--- src/hdl/cmc_pkg.sv ---
// Shared types, codes and calendar helpers for the calendar minute counter.
// No dependencies; every other file of the block imports this package.
package cmc_pkg;

  localparam int unsigned InWidth  = 88;
  localparam int unsigned OutWidth = 56;

  localparam logic [1:0] ACT_LOAD    = 2'd0;
  localparam logic [1:0] ACT_ADVANCE = 2'd1;
  localparam logic [1:0] ACT_COMPARE = 2'd2;

  localparam logic [1:0] ORD_EARLIER = 2'd0;
  localparam logic [1:0] ORD_EQUAL   = 2'd1;
  localparam logic [1:0] ORD_LATER   = 2'd2;

  localparam logic [15:0] YEAR_MIN = 16'd2000;
  localparam logic [15:0] YEAR_MAX = 16'd2099;

  typedef enum logic [1:0] {
    ST_IDLE = 2'b01,
    ST_RUN  = 2'b10
  } cmc_state_e;

  // Controller to datapath.
  typedef struct packed {
    logic start;    // request accepted, capture compare fields
    logic load;     // store the request's time fields
    logic advance;  // begin a multi-cycle advance
    logic step;     // add one minute
  } cmc_cmd_t;

  // Datapath to controller.
  typedef struct packed {
    logic adv_trivial;  // advance would change nothing
    logic last_step;    // this step is the final minute
  } cmc_sts_t;

  typedef struct packed {
    logic [1:0]  order;
    logic        valid;
    logic [7:0]  minute;
    logic [7:0]  hour;
    logic [7:0]  day;
    logic [7:0]  month;
    logic [15:0] year;
  } cmc_res_t;

  // Days in a month; the month is assumed to be 1..12.
  function automatic logic [4:0] month_days(input logic [3:0] m, input logic leap);
    logic [4:0] len;
    if (m == 4'd2) begin
      len = leap ? 5'd29 : 5'd28;
    end else if (m inside {4'd4, 4'd6, 4'd9, 4'd11}) begin
      len = 5'd30;
    end else begin
      len = 5'd31;
    end
    return len;
  endfunction

  // Validity check. Inside 2000..2099 a year is leap exactly when it divides by 4.
  function automatic logic time_ok(input logic [15:0] y, input logic [7:0] mo,
                                   input logic [7:0] d, input logic [7:0] h,
                                   input logic [7:0] mi);
    logic ok;
    ok = (y >= YEAR_MIN) && (y <= YEAR_MAX) && (mo >= 8'd1) && (mo <= 8'd12) &&
         (h <= 8'd23) && (mi <= 8'd59) && (d != 8'd0) &&
         (d <= {3'b000, month_days(mo[3:0], y[1:0] == 2'b00)});
    return ok;
  endfunction

endpackage

--- src/hdl/cmc_ctrl.sv ---
// Controller state machine of the calendar minute counter.
// Depends on cmc_pkg; drives the datapath and the output stage.
module cmc_ctrl (
  input  logic              clk_i,
  input  logic              rst_ni,
  input  logic              req_valid_i,
  output logic              req_ready_o,
  input  logic [1:0]        action_i,
  input  logic              out_room_i,
  output logic              res_push_o,
  output cmc_pkg::cmc_cmd_t cmd_o,
  input  cmc_pkg::cmc_sts_t sts_i
);
  import cmc_pkg::*;

  cmc_state_e state_q, state_d;
  logic       accept;
  logic       is_adv;

  assign req_ready_o = (state_q == ST_IDLE) && out_room_i;
  assign accept      = req_valid_i && req_ready_o;
  assign is_adv      = (action_i == ACT_ADVANCE);

  assign cmd_o.start   = accept;
  assign cmd_o.load    = accept && (action_i == ACT_LOAD);
  assign cmd_o.advance = accept && is_adv && !sts_i.adv_trivial;
  assign cmd_o.step    = (state_q == ST_RUN);

  assign res_push_o = (accept && !(is_adv && !sts_i.adv_trivial)) ||
                      ((state_q == ST_RUN) && sts_i.last_step);

  always_comb begin
    state_d = state_q;
    case (state_q)
      ST_IDLE: begin
        if (cmd_o.advance) state_d = ST_RUN;
      end
      ST_RUN: begin
        if (sts_i.last_step) state_d = ST_IDLE;
      end
      default: state_d = ST_IDLE;
    endcase
  end

  always_ff @(posedge clk_i or negedge rst_ni) begin
    if (!rst_ni) begin
      state_q <= ST_IDLE;
    end else begin
      state_q <= state_d;
    end
  end

  assert property (@(posedge clk_i) disable iff (!rst_ni)
    (state_q == ST_RUN) |-> !req_ready_o)
    else $error("request taken while an advance runs");
  assert property (@(posedge clk_i) disable iff (!rst_ni)
    res_push_o |-> out_room_i)
    else $error("result pushed without room in the output stage");

endmodule

--- src/hdl/cmc_dp.sv ---
// Datapath of the calendar minute counter: held time, minute stepper and result.
// Depends on cmc_pkg; commanded by cmc_ctrl.
module cmc_dp (
  input  logic              clk_i,
  input  logic              rst_ni,
  input  cmc_pkg::cmc_cmd_t cmd_i,
  output cmc_pkg::cmc_sts_t sts_o,
  input  logic [15:0]       in_year_i,
  input  logic [7:0]        in_month_i,
  input  logic [7:0]        in_day_i,
  input  logic [7:0]        in_hour_i,
  input  logic [7:0]        in_minute_i,
  input  logic [31:0]       advance_count_i,
  output cmc_pkg::cmc_res_t res_o
);
  import cmc_pkg::*;

  logic [15:0] year_q, year_d;
  logic [7:0]  month_q, month_d, day_q, day_d, hour_q, hour_d, minute_q, minute_d;
  logic [31:0] count_q, count_d;
  logic [6:0]  c100_q, c100_d;   // year modulo 100 while advancing
  logic [8:0]  c400_q, c400_d;   // year modulo 400 while advancing
  logic [47:0] cmp_q, cmp_d;
  logic [6:0]  year_off;
  logic        leap;
  logic [4:0]  mlen;
  logic [47:0] held_d;

  assign year_off = 7'(year_q - YEAR_MIN);
  assign leap     = (c400_q[1:0] == 2'b00) && ((c100_q != 7'd0) || (c400_q == 9'd0));
  assign mlen     = month_days(month_q[3:0], leap);

  assign sts_o.adv_trivial = !time_ok(year_q, month_q, day_q, hour_q, minute_q) ||
                             (advance_count_i == 32'd0);
  assign sts_o.last_step   = (count_q == 32'd1);

  always_comb begin
    year_d   = year_q;
    month_d  = month_q;
    day_d    = day_q;
    hour_d   = hour_q;
    minute_d = minute_q;
    count_d  = count_q;
    c100_d   = c100_q;
    c400_d   = c400_q;
    if (cmd_i.load) begin
      year_d   = in_year_i;
      month_d  = in_month_i;
      day_d    = in_day_i;
      hour_d   = in_hour_i;
      minute_d = in_minute_i;
    end else if (cmd_i.advance) begin
      count_d = advance_count_i;
      c100_d  = year_off;
      c400_d  = {2'b00, year_off};
    end else if (cmd_i.step) begin
      count_d = count_q - 32'd1;
      if (minute_q != 8'd59) begin
        minute_d = minute_q + 8'd1;
      end else begin
        minute_d = 8'd0;
        if (hour_q != 8'd23) begin
          hour_d = hour_q + 8'd1;
        end else begin
          hour_d = 8'd0;
          if (day_q != {3'b000, mlen}) begin
            day_d = day_q + 8'd1;
          end else begin
            day_d = 8'd1;
            if (month_q != 8'd12) begin
              month_d = month_q + 8'd1;
            end else begin
              month_d = 8'd1;
              year_d  = year_q + 16'd1;
              c100_d  = (c100_q == 7'd99)  ? 7'd0 : c100_q + 7'd1;
              c400_d  = (c400_q == 9'd399) ? 9'd0 : c400_q + 9'd1;
            end
          end
        end
      end
    end
  end

  assign cmp_d  = cmd_i.start ? {in_year_i, in_month_i, in_day_i, in_hour_i, in_minute_i}
                              : cmp_q;
  assign held_d = {year_d, month_d, day_d, hour_d, minute_d};

  // Field-by-field ordering equals an unsigned compare of the concatenation.
  always_comb begin
    res_o.year   = year_d;
    res_o.month  = month_d;
    res_o.day    = day_d;
    res_o.hour   = hour_d;
    res_o.minute = minute_d;
    res_o.valid  = time_ok(year_d, month_d, day_d, hour_d, minute_d);
    if (held_d < cmp_d) begin
      res_o.order = ORD_EARLIER;
    end else if (held_d > cmp_d) begin
      res_o.order = ORD_LATER;
    end else begin
      res_o.order = ORD_EQUAL;
    end
  end

  always_ff @(posedge clk_i or negedge rst_ni) begin
    if (!rst_ni) begin
      year_q   <= YEAR_MIN;
      month_q  <= 8'd1;
      day_q    <= 8'd1;
      hour_q   <= 8'd0;
      minute_q <= 8'd0;
      count_q  <= 32'd0;
      c100_q   <= 7'd0;
      c400_q   <= 9'd0;
    end else begin
      year_q   <= year_d;
      month_q  <= month_d;
      day_q    <= day_d;
      hour_q   <= hour_d;
      minute_q <= minute_d;
      count_q  <= count_d;
      c100_q   <= c100_d;
      c400_q   <= c400_d;
    end
  end

  always_ff @(posedge clk_i) begin
    cmp_q <= cmp_d;
  end

  assert property (@(posedge clk_i) disable iff (!rst_ni)
    cmd_i.step |-> (count_q != 32'd0))
    else $error("minute step with no minutes left");
  assert property (@(posedge clk_i) disable iff (!rst_ni)
    cmd_i.step |-> (minute_q <= 8'd59) && (hour_q <= 8'd23) && (day_q != 8'd0))
    else $error("stepping an invalid held time");

endmodule

--- src/hdl/cmc_out.sv ---
// Two-entry output stage (result register plus skid register) of the counter.
// Depends on cmc_pkg for the result type.
module cmc_out (
  input  logic              clk_i,
  input  logic              rst_ni,
  input  logic              push_i,
  input  cmc_pkg::cmc_res_t res_i,
  output logic              room_o,
  output logic              out_valid_o,
  input  logic              out_ready_i,
  output cmc_pkg::cmc_res_t out_o
);
  import cmc_pkg::*;

  cmc_res_t out_q, skid_q;
  logic     out_v_q, skid_v_q;
  logic     free;

  assign room_o      = !skid_v_q;
  assign out_valid_o = out_v_q;
  assign out_o       = out_q;
  assign free        = !out_v_q || out_ready_i;

  always_ff @(posedge clk_i or negedge rst_ni) begin
    if (!rst_ni) begin
      out_v_q  <= 1'b0;
      skid_v_q <= 1'b0;
    end else if (free) begin
      out_v_q  <= skid_v_q || push_i;
      skid_v_q <= 1'b0;
    end else if (push_i) begin
      skid_v_q <= 1'b1;
    end
  end

  always_ff @(posedge clk_i) begin
    if (free) begin
      out_q <= skid_v_q ? skid_q : res_i;
    end else if (push_i) begin
      skid_q <= res_i;
    end
  end

  assert property (@(posedge clk_i) disable iff (!rst_ni)
    skid_v_q |-> out_v_q)
    else $error("skid entry held while the output register is empty");

endmodule

--- src/hdl/calendar_minute_counter_unit.sv ---
// Top level of the calendar minute counter: stream ports, controller, datapath
// and output stage. Depends on cmc_pkg, cmc_ctrl, cmc_dp and cmc_out.
//
// Usage. Each request on the slave channel carries an action (load, advance
// by a count of minutes, or compare only; the unused code acts as compare)
// and a year-month-day-hour-minute time. Every request yields exactly one
// result on the master channel: the held time after the request, whether it
// is a valid Gregorian time in 2000..2099, and how it orders against the
// request's time fields.
// For load and compare the result is registered at once.
// An advance by N minutes walks the calendar one minute per cycle in the
// datapath's stepper: after the request is taken the stepper makes N steps
// and the slave channel stays held; the next request is taken after the last
// step. When N is zero or the held time is invalid, the advance is answered at once.
// The output has a result register and a skid register, so a request is
// still taken while one finished result waits on a stalled receiver; when
// both hold results, s_axis_tready drops until the receiver drains one.
// Reset sets the held time to 2000-01-01 00:00 and empties the output stage.
module calendar_minute_counter_unit (
  input  logic                           clk_i,
  input  logic                           rst_ni,
  input  logic                           s_axis_tvalid,
  output logic                           s_axis_tready,
  // action[1:0], in_year[17:2], in_month[25:18], in_day[33:26], in_hour[41:34],
  // in_minute[49:42], advance_count[81:50], zero fill [87:82]
  input  logic [cmc_pkg::InWidth-1:0]    s_axis_tdata,
  output logic                           m_axis_tvalid,
  input  logic                           m_axis_tready,
  // cur_year[15:0], cur_month[23:16], cur_day[31:24], cur_hour[39:32],
  // cur_minute[47:40], time_valid[48], order_result[50:49], zero fill [55:51]
  output logic [cmc_pkg::OutWidth-1:0]   m_axis_tdata
);
  import cmc_pkg::*;

  cmc_cmd_t cmd;
  cmc_sts_t sts;
  cmc_res_t res, out_res;
  logic     room;
  logic     push;

  // The controller decides when a request is taken and when a result is due.
  cmc_ctrl u_ctrl (
    .clk_i       (clk_i),
    .rst_ni      (rst_ni),
    .req_valid_i (s_axis_tvalid),
    .req_ready_o (s_axis_tready),
    .action_i    (s_axis_tdata[1:0]),
    .out_room_i  (room),
    .res_push_o  (push),
    .cmd_o       (cmd),
    .sts_i       (sts)
  );

  // The datapath holds the time and forms the result from its next value.
  cmc_dp u_dp (
    .clk_i           (clk_i),
    .rst_ni          (rst_ni),
    .cmd_i           (cmd),
    .sts_o           (sts),
    .in_year_i       (s_axis_tdata[17:2]),
    .in_month_i      (s_axis_tdata[25:18]),
    .in_day_i        (s_axis_tdata[33:26]),
    .in_hour_i       (s_axis_tdata[41:34]),
    .in_minute_i     (s_axis_tdata[49:42]),
    .advance_count_i (s_axis_tdata[81:50]),
    .res_o           (res)
  );

  // Results wait here for the receiver.
  cmc_out u_out (
    .clk_i       (clk_i),
    .rst_ni      (rst_ni),
    .push_i      (push),
    .res_i       (res),
    .room_o      (room),
    .out_valid_o (m_axis_tvalid),
    .out_ready_i (m_axis_tready),
    .out_o       (out_res)
  );

  assign m_axis_tdata = {5'b00000, out_res.order, out_res.valid, out_res.minute,
                         out_res.hour, out_res.day, out_res.month, out_res.year};

endmodule
--- config.mk ---
export PLATFORM = sky130hd
export DESIGN_NAME = calendar_minute_counter_unit
export DESIGN_NICKNAME = d
export VERILOG_FILES = /design/src/hdl/cmc_pkg.sv /design/src/hdl/cmc_ctrl.sv /design/src/hdl/cmc_dp.sv /design/src/hdl/cmc_out.sv /design/src/hdl/calendar_minute_counter_unit.sv
export SDC_FILE = /design/constraint.sdc
export NUM_CORES = 1
export LEC_CHECK = 0
export BUFFER_PORTS_ARGS = -buffer_cell sky130_fd_sc_hd__buf_2
export CORE_ASPECT_RATIO = 2
export CORE_MARGIN = 5
export CORE_UTILIZATION = 40
export CTS_BUF_LIST = sky130_fd_sc_hd__clkbuf_8
export CTS_CLUSTER_DIAMETER = 80
export CTS_CLUSTER_SIZE = 16
export DETAILED_ROUTE_END_ITERATION = 16
export PLACE_DENSITY_LB_ADDON = 0.12
export SLEW_MARGIN = 20
export SYNTH_ARGS = -nofsm -noshare
export SYNTH_HDL_FRONTEND = slang
export SYNTH_SLANG_ARGS = --single-unit
--- constraint.sdc ---
create_clock -name clk_i -period 6.6 [get_ports clk_i]
set_input_delay 1.32 -clock clk_i [delete_from_list [all_inputs] [get_ports clk_i]]
set_output_delay 1.32 -clock clk_i [all_outputs]
set_load 0.1 [all_outputs]
# After elaboration in Yosys (flattened, before gate mapping)
# Cells that the tools add are included.
[word_totals] out_inout_bits=58 ff_bits=250 input_bits=92 word_cells=191
[classes] addsub=9 bitwise=2 muxes=62 n_lt_le_gt_ge=16 reduce_logical=50 eq_ne=26
[op_table] cell="$mux 8" n=22
[op_table] cell="$mux 16" n=7
[op_table] cell="$mux 32" n=2
[op_table] cell="$mux 9" n=7
[op_table] cell="$mux 51" n=1
[op_table] cell="$mux 7" n=7
[op_table] cell="$gt 48x48->1" n=1
[op_table] cell="$lt 48x48->1" n=1
[op_table] cell="$mux 48" n=1
[op_table] cell="$add 8x1->8 const B" n=4
[op_table] cell="$eq 32x1->1 const B" n=1
[op_table] cell="$ge 16x11->1 const B" n=2
[op_table] cell="$le 16x12->1 const B" n=2
[op_table] cell="$logic_not 32->1" n=1
[op_table] cell="$sub 32x1->32 const B" n=1
[op_table] cell="$logic_and 1x1->1" n=23
[op_table] cell="$add 16x1->16 const B" n=1
[op_table] cell="$eq 4x3->1 const B" n=4
[op_table] cell="$eq 4x4->1 const B" n=4
[op_table] cell="$ge 8x1->1 const B" n=2
[op_table] cell="$le 8x4->1 const B" n=2
[op_table] cell="$le 8x5->1" n=2
[op_table] cell="$le 8x5->1 const B" n=2
[op_table] cell="$le 8x6->1 const B" n=2
[op_table] cell="other kinds (29)" n=63

# Logic depth before layout (Yosys ltp)
# Gate-level depths: netlist of run 1.
[depth] depth_word=23 ltp_mapped=23 mapped_depth_nobuf=21

# By module
# From an unflattened synthesis of run 1, not the netlist that was laid out.
[hier_totals] cells_unflattened=1283 area_unflattened_um2=13773.2
[modules_own_cells] module="cmc_dp" instances=1 area_each_um2=9584.2 cells_each=1093 seq_area_each_um2=3373.2
[modules_own_cells] module="cmc_out" instances=1 area_each_um2=4007.6 cells_each=168 seq_area_each_um2=3113.0
[modules_own_cells] module="cmc_ctrl" instances=1 area_each_um2=140.1 cells_each=16 seq_area_each_um2=51.3
[modules_own_cells] module="calendar_minute_counter_unit" instances=1 area_each_um2=41.3 cells_each=6 seq_area_each_um2=0.0

# Worst setup path after synthesis of run 1
# Ideal clock, no wire load.
[synth_timing] kind="in2reg" from="input m_axis_tready" to="register u_out.skid_q[0] (netlist name), enable pin" path_buffers=0 setup_ns=0.460 cell_stages=2 setup_slack_ns=1.249 arrival_ns=4.891 cell_sequence="nand2b_1 > nor2_1"
[synth_via] elab_chain_cells=3
[synth_rtl] element="start, declared" line="calendar_minute_counter_unit.sv:28" source="input logic m_axis_tready,"
[synth_rtl] element="$logic_or 1x1->1" line="cmc_out.sv:22" source="assign free = !out_v_q || out_ready_i;"
[synth_rtl] element="$not 1->1 (no source line)"
[synth_rtl] element="$reduce_and 2->1 (no source line)"
[synth_rtl] element="end signal, assigned" line="cmc_out.sv:40" source="skid_q <= res_i;"
[synth_rtl] element="end, declared" line="cmc_out.sv:15" source="cmc_res_t out_q, skid_q;"
# Every way passes these cells.
# A chain may end at the register's enable or synchronous reset.

==> results_dict.tcl, run 1 <==
set metrics [dict create \
    io_buffers 138 \
    initialDrtViolationCount 494 \
    rsz0062_at_grt "false" \
    maxCapViolations 0 \
    grt_overflow_total 0 \
    final_antenna_net_count 0 \
    wl_mm 37.39 \
    grt_pass1_wl_mm 56.85 \
    cts_made_buffers 19 \
    antenna_found_initial 2 \
    drive_gt1_share_pct 18.02 \
    synth_top_area_share_pct 23.52 \
    cts.sinks 250 \
    crit_path_cell_trace "inv_1 > ha_1 > nor3b_1 > ha_1 > nand3_1 > a311o_1 > or3_1 > buf_4 > nor4_1 > xor2_1 > mux2i_1 > inv_1 > ha_1 > nand4_1 > or2_2 > nor3_1 > nand4_1 > inv_1 > o31a_1 > o31ai_1" \
    timing_worst_setup_path_type "flop to flop" \
    cts_setup_buffers 0 \
    start_util_pct 40.41 \
    startpoint "u_dp.month_q[0]" \
    synth_area_mm2 0.01302 \
    dp_hpwl_mm 28.02 \
    first_pass_iters 4 \
    cp_slowest_cell "or3_1" \
    synth_cell_types 73 \
    clkTransAtPathRegs_ns 0.11 \
    core_area_mm2 0.03223 \
    cp_max_fo 12 \
    ys_seq_area_share_pct 50.19 \
    cp_num_buf_inv 4 \
    hold_viol 0 \
    timing.rr.start "u_dp.month_q[0]" \
    die_w_um 137.6 \
    fin_tns_setup_ns 0 \
    synth.most_common_cell "nand2_1" \
    die-area_mm2 0.03649 \
    fin_skew_ns 0.03825 \
    yosysTopAreaCell "edfxtp_1" \
    cp-end-kind "flop" \
    relSlewSlack_pct 27.87 \
    rows 93 \
    fin_crit_ns 5.824 \
    leakage_nw 6.150 \
    synth_flop_cell "edfxtp_1" \
    cts_hold_buf 0 \
    htreeDepth 1 \
    p_clk_share_pct 20.0 \
    cts_tree "built" \
    pwr-share-comb_pct 33.8 \
    clock.fmax_mhz 171.7 \
    seqPwrFrac_pct 46.2 \
    grt_max_degree 55 \
    fill_cells 3173 \
    power_switching_w 0.001682 \
    grt_usage_pct 20.22 \
    die-height_um 265.2 \
    max_stage_delay_ns 0.55 \
    area_growth_pct 12.96 \
    cts_resized 0 \
    cts_root_buf "clkbuf_8" \
    hp-start "u_dp.cmp_q[1]" \
    ys_seq_elements 250 \
    setup_viol 0 \
    route.detailed.drc 0 \
    powerDensity_mw_per_mm2 290.0 \
    synth_warnings 0 \
    clk_path_buf_depth 3 \
    synth_cells 1271 \
    wire_per_inst_um 20.10 \
    slew_viol_final 0 \
    grt_pass1_vias 10357 \
    routed-via-count 9985 \
    intPower_w 0.002584 \
    insertion_delay_ns 0.58 \
    synth_edf_count 102 \
    worstPathRequired_ns 6.92 \
    peakVddDrop_v 0.0002057 \
    start_kind "flop" \
    ys_top_cells_by_count "nand2_1, edfxtp_1, nor2_1, dfrtp_1, inv_1" \
    switching_share_pct 39.42 \
    path_delay_family "simple AND/OR/NAND/NOR gates" \
    outcome "finished clean" \
    nets 1582 \
    vias_per_cell 5.368 \
    async_flop_share_pct 40.00 \
    worst_slew_pin_slew_ns 1.082 \
    min_period_over_period_pct 88.24 \
    gp_congestion 0.8653 \
    ys_top_cells_by_area "edfxtp_1, dfrtp_1, dfxtp_1" \
    timing.hold.ws_ns 0.4682 \
    hold_path.class "flop to flop" \
    critPathArrivalTime_ns 6.15 \
    io-pin-count 150 \
    syn_area_per_cell_um2 10.25 \
]
logic make-up (layout without fill, tap and decap cells):
group / after synthesis / after routing / share of synthesized area [%]
other: 1 / 6 / 0.02879
xor gates and xnor gates: 53 / 53 / 3.564
and+or+nand+nor: 445 / 445 / 17.33
muxes: 85 / 85 / 6.811
AOI/OAI and AO/OA: 227 / 227 / 10.96
buffers and inverters: 139 / 296 / 4.294
adders and majority gates: 71 / 71 / 6.820
DFF: 250 / 250 / 50.19
cell type report:
| cell class | instances | area [um2] | area share [%] |
|---|---|---|---|
| multi-input combinational | 886 | 5974 | 40.61 |
| clock inverter | 14 | 82.58 | 0.5613 |
| tap | 427 | 534.3 | 3.631 |
| clock buffer | 20 | 275.3 | 1.871 |
| timing repair buffer | 174 | 975.9 | 6.633 |
| sequential | 250 | 6538 | 44.43 |
| antenna | 1 | 2.502 | 0.01701 |
| inverter | 88 | 330.3 | 2.245 |
through the flow:
step / utilization [%] / total power [W] / area (um2) / setup WS (ns) / instances
3_5_place_dp: 44.53 / 0.003457 / 14350 / 0.7254 / 1825
6_report: 45.65 / 0.004266 / 14710 / 0.7764 / 1860
3_3_place_gp: 44.53 / 0.003444 / 14350 / 0.9126 / 1825
4_1_cts: 45.64 / 0.004336 / 14710 / 0.7157 / 1859
2_1_floorplan: - / 0.003053 / 13040 / 1.249 / 1275
5_1_grt: 45.65 / 0.004493 / 14710 / 0.3352 / 1860
registers in the layout, summed over array words and instances, names as in the netlist, 8 cells and up:
signal,count
u_dp.c400_q,9
u_dp.count_q,32
u_out.skid_q,51
u_dp.year_q,16
u_dp.cmp_q,48
u_dp.day_q,8
u_out.out_o,51
u_dp.month_q,8
u_dp.hour_q,8
u_dp.minute_q,8
per-layer routing:
layer | track usage [%] | wire length, um | vias to the layer above
met1 | 20.68 | 13670 | 4879
met3 | 1.874 | 1028 | 61
met5 | 0 | 7 | -
li1 | - | - | 4861
met2 | 40.64 | 21360 | 182
met4 | 7.586 | 1322 | 2
placed cells by master (no fill, tap or decap), types with 6 or more instances in the layout:
cell | netlist | final
a21o_1 | 21 | 21
a21oi_1 | 75 | 75
a31oi_1 | 14 | 14
and2_1 | 11 | 10
and3_1 | 15 | 15
buf_2 | 3 | 137
buf_4 | 7 | 36
clkbuf_8 | 0 | 20
dfrtp_1 | 91 | 91
dfstp_2 | 9 | 9
dfxtp_1 | 48 | 48
edfxtp_1 | 102 | 102
ha_1 | 71 | 71
inv_1 | 86 | 98
mux2_2 | 29 | 29
mux2i_1 | 56 | 56
nand2_1 | 126 | 124
nand2b_1 | 8 | 7
nand3_1 | 30 | 30
nand4_1 | 30 | 30
nor2_1 | 100 | 99
nor2b_1 | 9 | 9
nor3_1 | 26 | 26
nor4_1 | 30 | 30
o21a_1 | 10 | 10
o21ai_0 | 51 | 51
o21ai_1 | 6 | 6
o31ai_1 | 9 | 9
or3_1 | 14 | 14
or4_1 | 14 | 14
xnor2_1 | 35 | 35
xor2_1 | 18 | 18
power by group through the flow:
stage | sequential (W) | combinational [W] | clock (W)
2_1_floorplan | 0.00244 | 0.000613 | 0
3_3_place_gp | 0.00200 | 0.00145 | 0
3_5_place_dp | 0.00200 | 0.00146 | 0
4_1_cts | 0.00197 | 0.00146 | 0.000903
5_1_grt | 0.00199 | 0.00156 | 0.000944
6_report | 0.00197 | 0.00144 | 0.000855
final timing paths:
path,cells past startpoint,slack [ns],to
worst max-delay path,20,0.78,u_out.out_o[50]
worst min-delay path,2,0.47,u_dp.cmp_q[1]
worst max register to register,20,0.78,u_out.out_o[50]
worst min register to register,2,0.47,u_dp.cmp_q[1]
max in group asynchronous,2,4.57,u_dp.c400_q[0]
min in group asynchronous,1,0.78,u_dp.count_q[9]
tightest hold or removal path: cells and delay by family, from the launching register on:
family / cells / cell delay, ns
flip-flops: 1 / 0.32
multiplexers: 1 / 0.07
buffers and inverters: 1 / 0.06
No activity file was read; power rests on OpenSTA's default activity.
==> inputs of run 2 (changes only) <==
- RECOVER_POWER: unset -> 100
==> results_dict.tcl, run 2 (synthesis gave the netlist of run 1 again) <==
set metrics [dict create \
    clock.fmax_mhz 165.9 \
    die-height_um 265.2 \
    io-pin-count 150 \
    drive_gt1_share_pct 11.52 \
    htreeDepth 1 \
    grt_max_degree 55 \
    nets 1582 \
    critPathArrivalTime_ns 6.47 \
    slew_viol_final 189 \
    timing_worst_setup_path_type "primary input to flop" \
    rsz0062_at_grt "false" \
    die-area_mm2 0.03649 \
    timing.rr.start "u_dp.month_q[0]" \
    powerDensity_mw_per_mm2 292.2 \
    clk_path_buf_depth 3 \
    peakVddDrop_v 0.0002094 \
    cts_made_buffers 19 \
    final_cell_mix "nand2_1, edfxtp_1, nor2_1, inv_1, dfrtp_1" \
    area_growth_pct 11.01 \
    final_antenna_net_count 0 \
    stdcell_count 1860 \
    hold_depth 2 \
    holdPathEnd "u_dp.cmp_q[1]" \
    layout_commonest_cell "nand2_1" \
    placed_cells 1825 \
    hold_path.class "flop to flop" \
    vias_per_cell 5.349 \
    fin_crit_ns 6.029 \
    dp_hpwl_mm 28.02 \
    cp_max_fo 24 \
    seqPwrFrac_pct 46.7 \
    setup_viol 0 \
    cts_resized 0 \
    cp-end-kind "flop" \
    fin_tns_setup_ns 0 \
    die_w_um 137.6 \
    leakage_nw 5.880 \
    insertion_delay_ns 0.58 \
    cts_tree "built" \
    fin_skew_ns 0.03781 \
    grt_pass1_wl_mm 56.85 \
    cts_hold_buf 0 \
    grt_pass1_vias 10357 \
    cp_slowest_cell "and2_0" \
    maxCapViolations 6 \
    start_kind "primary input" \
    clkTransAtPathRegs_ns 0.10 \
    rows 93 \
    rrSetupSlack_ns 0.60 \
    start_util_pct 40.41 \
    timing.hold.ws_ns 0.4685 \
    cts.sinks 250 \
    routed-via-count 9949 \
    core_area_mm2 0.03223 \
    p_clk_share_pct 20.2 \
    gp_congestion 0.8653 \
    max_stage_delay_ns 1.22 \
    first_pass_iters 6 \
    crit_path_cell_trace "clkbuf_1 > nor4bb_1 > and2_0 > clkbuf_1 > clkbuf_1 > o21ai_0 > or3_1 > nor4_1 > nand3_1 > nor4_1 > a31o_1" \
    hold_viol 0 \
    antenna_found_initial 2 \
    io_buffers 138 \
    worst_slew_pin_slew_ns 3.155 \
    r2r_cells 19 \
    min_period_over_period_pct 91.35 \
    crit_top_cell "clkbuf_1" \
    route.detailed.drc 0 \
    grt_usage_pct 20.22 \
    fin_util_pct 44.86 \
    pwr-share-comb_pct 33.1 \
    cts_root_buf "clkbuf_8" \
    finalPower_w 0.004226 \
    initialDrtViolationCount 426 \
    power_switching_w 0.001680 \
    violations "capacitance limit, slew limit" \
    worstPathRequired_ns 7.04 \
    wire_per_inst_um 20.12 \
    relSlewSlack_pct -110.3 \
    grt_overflow_total 0 \
    cts_setup_buffers 0 \
    intPower_w 0.002546 \
    hp-start "u_dp.cmp_q[1]" \
    r2r_end "u_out.out_o[49]" \
    outcome "finished with violations" \
    switching_share_pct 39.75 \
    wl_mm 37.42 \
]
==> run 2: worst max-delay path by stage <==
stage                          from         endpoint  slack, ns  cells past startpoint
finish                s_axis_tvalid  u_out.out_o[48]       0.57                     11
global route        u_dp.month_q[0]  u_out.out_o[50]       0.19                     20
CTS                 u_dp.month_q[0]  u_out.out_o[50]       0.72                     20
detailed placement  u_dp.month_q[0]  u_out.out_o[50]       0.73                     20
global placement    u_dp.month_q[0]  u_out.out_o[49]       0.91                     20
floorplan             m_axis_tready  u_out.skid_q[0]       1.25                      2
==> run 2: power groups by stage <==
stage | Combinational [W] | Sequential, W | Clock (W)
floorplan | 0.000613 | 0.00244 | 0
global placement | 0.00145 | 0.00200 | 0
detailed placement | 0.00146 | 0.00200 | 0
CTS | 0.00146 | 0.00197 | 0.000903
global route | 0.00151 | 0.00200 | 0.000944
finish | 0.00140 | 0.00197 | 0.000855
==> run 2: metrics by stage <==
stage	setup slack, ns	cell area (um2)
detailed placement	0.7254	14350
global route	0.1875	14460
floorplan	1.249	13040
CTS	0.7157	14710
finish	0.5708	14460
global placement	0.9126	14350
==> run 2: critical path, delay by kind of cell <==
family / cells / cell delay, ns
compound gates: 2 / 0.58
buf+inv: 3 / 1.06
simple gates: 6 / 3.49
==> run 2: area by class of cell <==
cell class | instances | area [um2]
Clock buffer | 20 | 275.3
Clock inverter | 14 | 82.58
Tap cell | 427 | 534.3
Timing Repair Buffer | 174 | 783.3
Sequential cell | 250 | 6538
Multi-Input combinational cell | 886 | 5913
Fill cell | 3232 | 17770
Inverter | 88 | 330.3
Antenna cell | 1 | 2.502
==> run 2: per-layer routing <==
| layer | routed length, um | track usage, % |
|---|---|---|
| met4 | 1356 | 7.586 |
| met3 | 1060 | 1.874 |
| met5 | 7 | 0 |
| met1 | 13650 | 20.68 |
| met2 | 21340 | 40.64 |
==> inputs of run 3 (changes only) <==
--- a/config.mk
+++ b/config.mk
@@ -10,3 +10,3 @@
 export CORE_MARGIN = 5
-export CORE_UTILIZATION = 40
+export CORE_UTILIZATION = 30
 export CTS_BUF_LIST = sky130_fd_sc_hd__clkbuf_8
==> constraint.sdc (replaced) <==
create_clock -name clk_i -period 6.6 [get_ports clk_i]
set_input_delay 0.33 -clock clk_i [delete_from_list [all_inputs] [get_ports clk_i]]
set_output_delay 0.33 -clock clk_i [all_outputs]
set_load 0.1 [all_outputs]
==> results_dict.tcl, run 3 (synthesis gave the netlist of run 1 again) <==
set metrics [dict create \
    slew_viol_final 295 \
    hp-start "s_axis_tdata[48]" \
    critPathArrivalTime_ns 6.39 \
    fin_util_pct 34.75 \
    grt_usage_pct 17.07 \
    die-height_um 304.7 \
    leakage_nw 6.057 \
    grt_overflow_total 0 \
    nets 1625 \
    cts_hold_buf 42 \
    die_w_um 157.3 \
    relSlewSlack_pct -108.8 \
    violations "capacitance limit, slew limit" \
    cts.sinks 250 \
    worst_slew_pin_slew_ns 3.133 \
    holdPathEnd "u_dp.cmp_q[6]" \
    setup_viol 0 \
    grt_pass1_vias 10469 \
    timing.rr.start "u_dp.month_q[0]" \
    fin_skew_ns 0.02396 \
    wire_per_inst_um 20.55 \
    clkTransAtPathRegs_ns 0.11 \
    hold_depth 3 \
    routed-via-count 10067 \
    r2r_end "u_out.out_o[48]" \
    final_antenna_net_count 0 \
    area_growth_pct 15.35 \
    io_buffers 138 \
    peakVddDrop_v 0.0001097 \
    antenna_found_initial 3 \
    layout_commonest_cell "nand2_1" \
    final_cell_mix "nand2_1, edfxtp_1, nor2_1, inv_1, dfrtp_1" \
    io-pin-count 150 \
    start_util_pct 30.12 \
    route.detailed.drc 0 \
    cts_setup_buffers 0 \
    fin_crit_ns 5.941 \
    rrSetupSlack_ns 0.66 \
    htreeDepth 1 \
    fin_tns_setup_ns 0 \
    cts_root_buf "clkbuf_8" \
    insertion_delay_ns 0.58 \
    cp-end-kind "flop" \
    start_kind "flop" \
    die-area_mm2 0.04794 \
    clk_path_buf_depth 3 \
    rows 108 \
    vias_per_cell 4.966 \
    cts_resized 0 \
    wl_mm 41.65 \
    cts_tree "built" \
    drive_gt1_share_pct 10.99 \
    hold_path.class "primary input to flop" \
    outcome "finished with violations" \
    core_area_mm2 0.04324 \
    maxCapViolations 5 \
    first_pass_iters 5 \
    worstPathRequired_ns 7.04 \
    gp_congestion 0.8315 \
    r2r_cells 19 \
    dp_hpwl_mm 31.24 \
    timing.hold.ws_ns 0.03604 \
    min_period_over_period_pct 90.01 \
    cts_made_buffers 19 \
    timing_worst_setup_path_type "flop to flop" \
    hold_viol 0 \
    clock.fmax_mhz 168.3 \
    rsz0062_at_grt "false" \
    powerDensity_mw_per_mm2 281.9 \
    grt_pass1_wl_mm 62.48 \
    initialDrtViolationCount 559 \
    grt_max_degree 85 \
    cp_max_fo 8 \
]
==> run 3: worst max path at each step <==
| stage | startpoint | end | slack [ns] | depth (start not counted) |
|---|---|---|---|---|
| 6_report | u_dp.month_q[0] | u_out.out_o[48] | 0.66 | 19 |
| 5_1_grt | u_dp.month_q[0] | u_out.out_o[48] | 0.25 | 19 |
| 2_1_floorplan | u_out.out_valid_o | u_out.skid_q[0] | 1.47 | 2 |
| 3_3_place_gp | u_dp.month_q[0] | u_out.out_o[49] | 0.96 | 21 |
| 3_5_place_dp | u_dp.month_q[0] | u_out.out_o[49] | 0.89 | 21 |
| 4_1_cts | u_dp.month_q[0] | u_out.out_o[49] | 0.86 | 21 |
==> run 3: critical path: stages, from the launching register on <==
cell and delay [ns]:
dfstp_1 0.44, inv_1 0.14, ha_1 0.18, nor3b_1 0.59, ha_1 0.27, nand3_1 0.10
a311o_1 0.36, or3_1 0.35, nor3_2 0.57, xnor2_1 0.11, o21ai_0 0.63, o21ai_0 0.18
a21oi_1 0.20, a31oi_1 0.07, ha_1 0.33, a211oi_1 0.10, nand3_1 0.12, o31ai_1 0.09
nor4_1 0.74, a31o_1 0.25
==> run 3: area by class of cell <==
class	instances	area, um2
multi-input cells	886	5919
repair buffers	217	1225
clock inverters	14	55.05
well taps	550	688.2
fillers	4517	28220
flip-flops and latches	250	6538
diodes	3	7.507
clock buffers	19	261.5
inverters	88	330.3
==> run 3: report_power, final <==
group	internal [W]	switching, W	leakage (nW)
clock network	0.000273	0.000551	0.208
logic	0.000378	0.00106	3.44
registers	0.00186	0.000118	2.41
total	0.00251	0.00173	6.06
==> run 3: metal layers <==
metal  part of all wire [%]  vias to the layer above  GRT usage, %
met2                     58                      182         33.96
met4                    3.0                        0         5.808
met5                      0                        -             0
li1                       -                     4944             -
met3                    3.4                       59         2.101
met1                     36                     4882         17.80
==> run 3: per-stage QoR <==
stage / total power (W) / area (um2) / std cells / worst slack [ns]
2_1_floorplan: 0.003053 / 13040 / 1275 / 1.472
3_3_place_gp: 0.003482 / 14510 / 1949 / 0.9573
3_5_place_dp: 0.003492 / 14510 / 1949 / 0.8866
4_1_cts: 0.004371 / 15250 / 2024 / 0.8564
5_1_grt: 0.004486 / 15020 / 2025 / 0.2521
6_report: 0.004235 / 15020 / 2027 / 0.6594
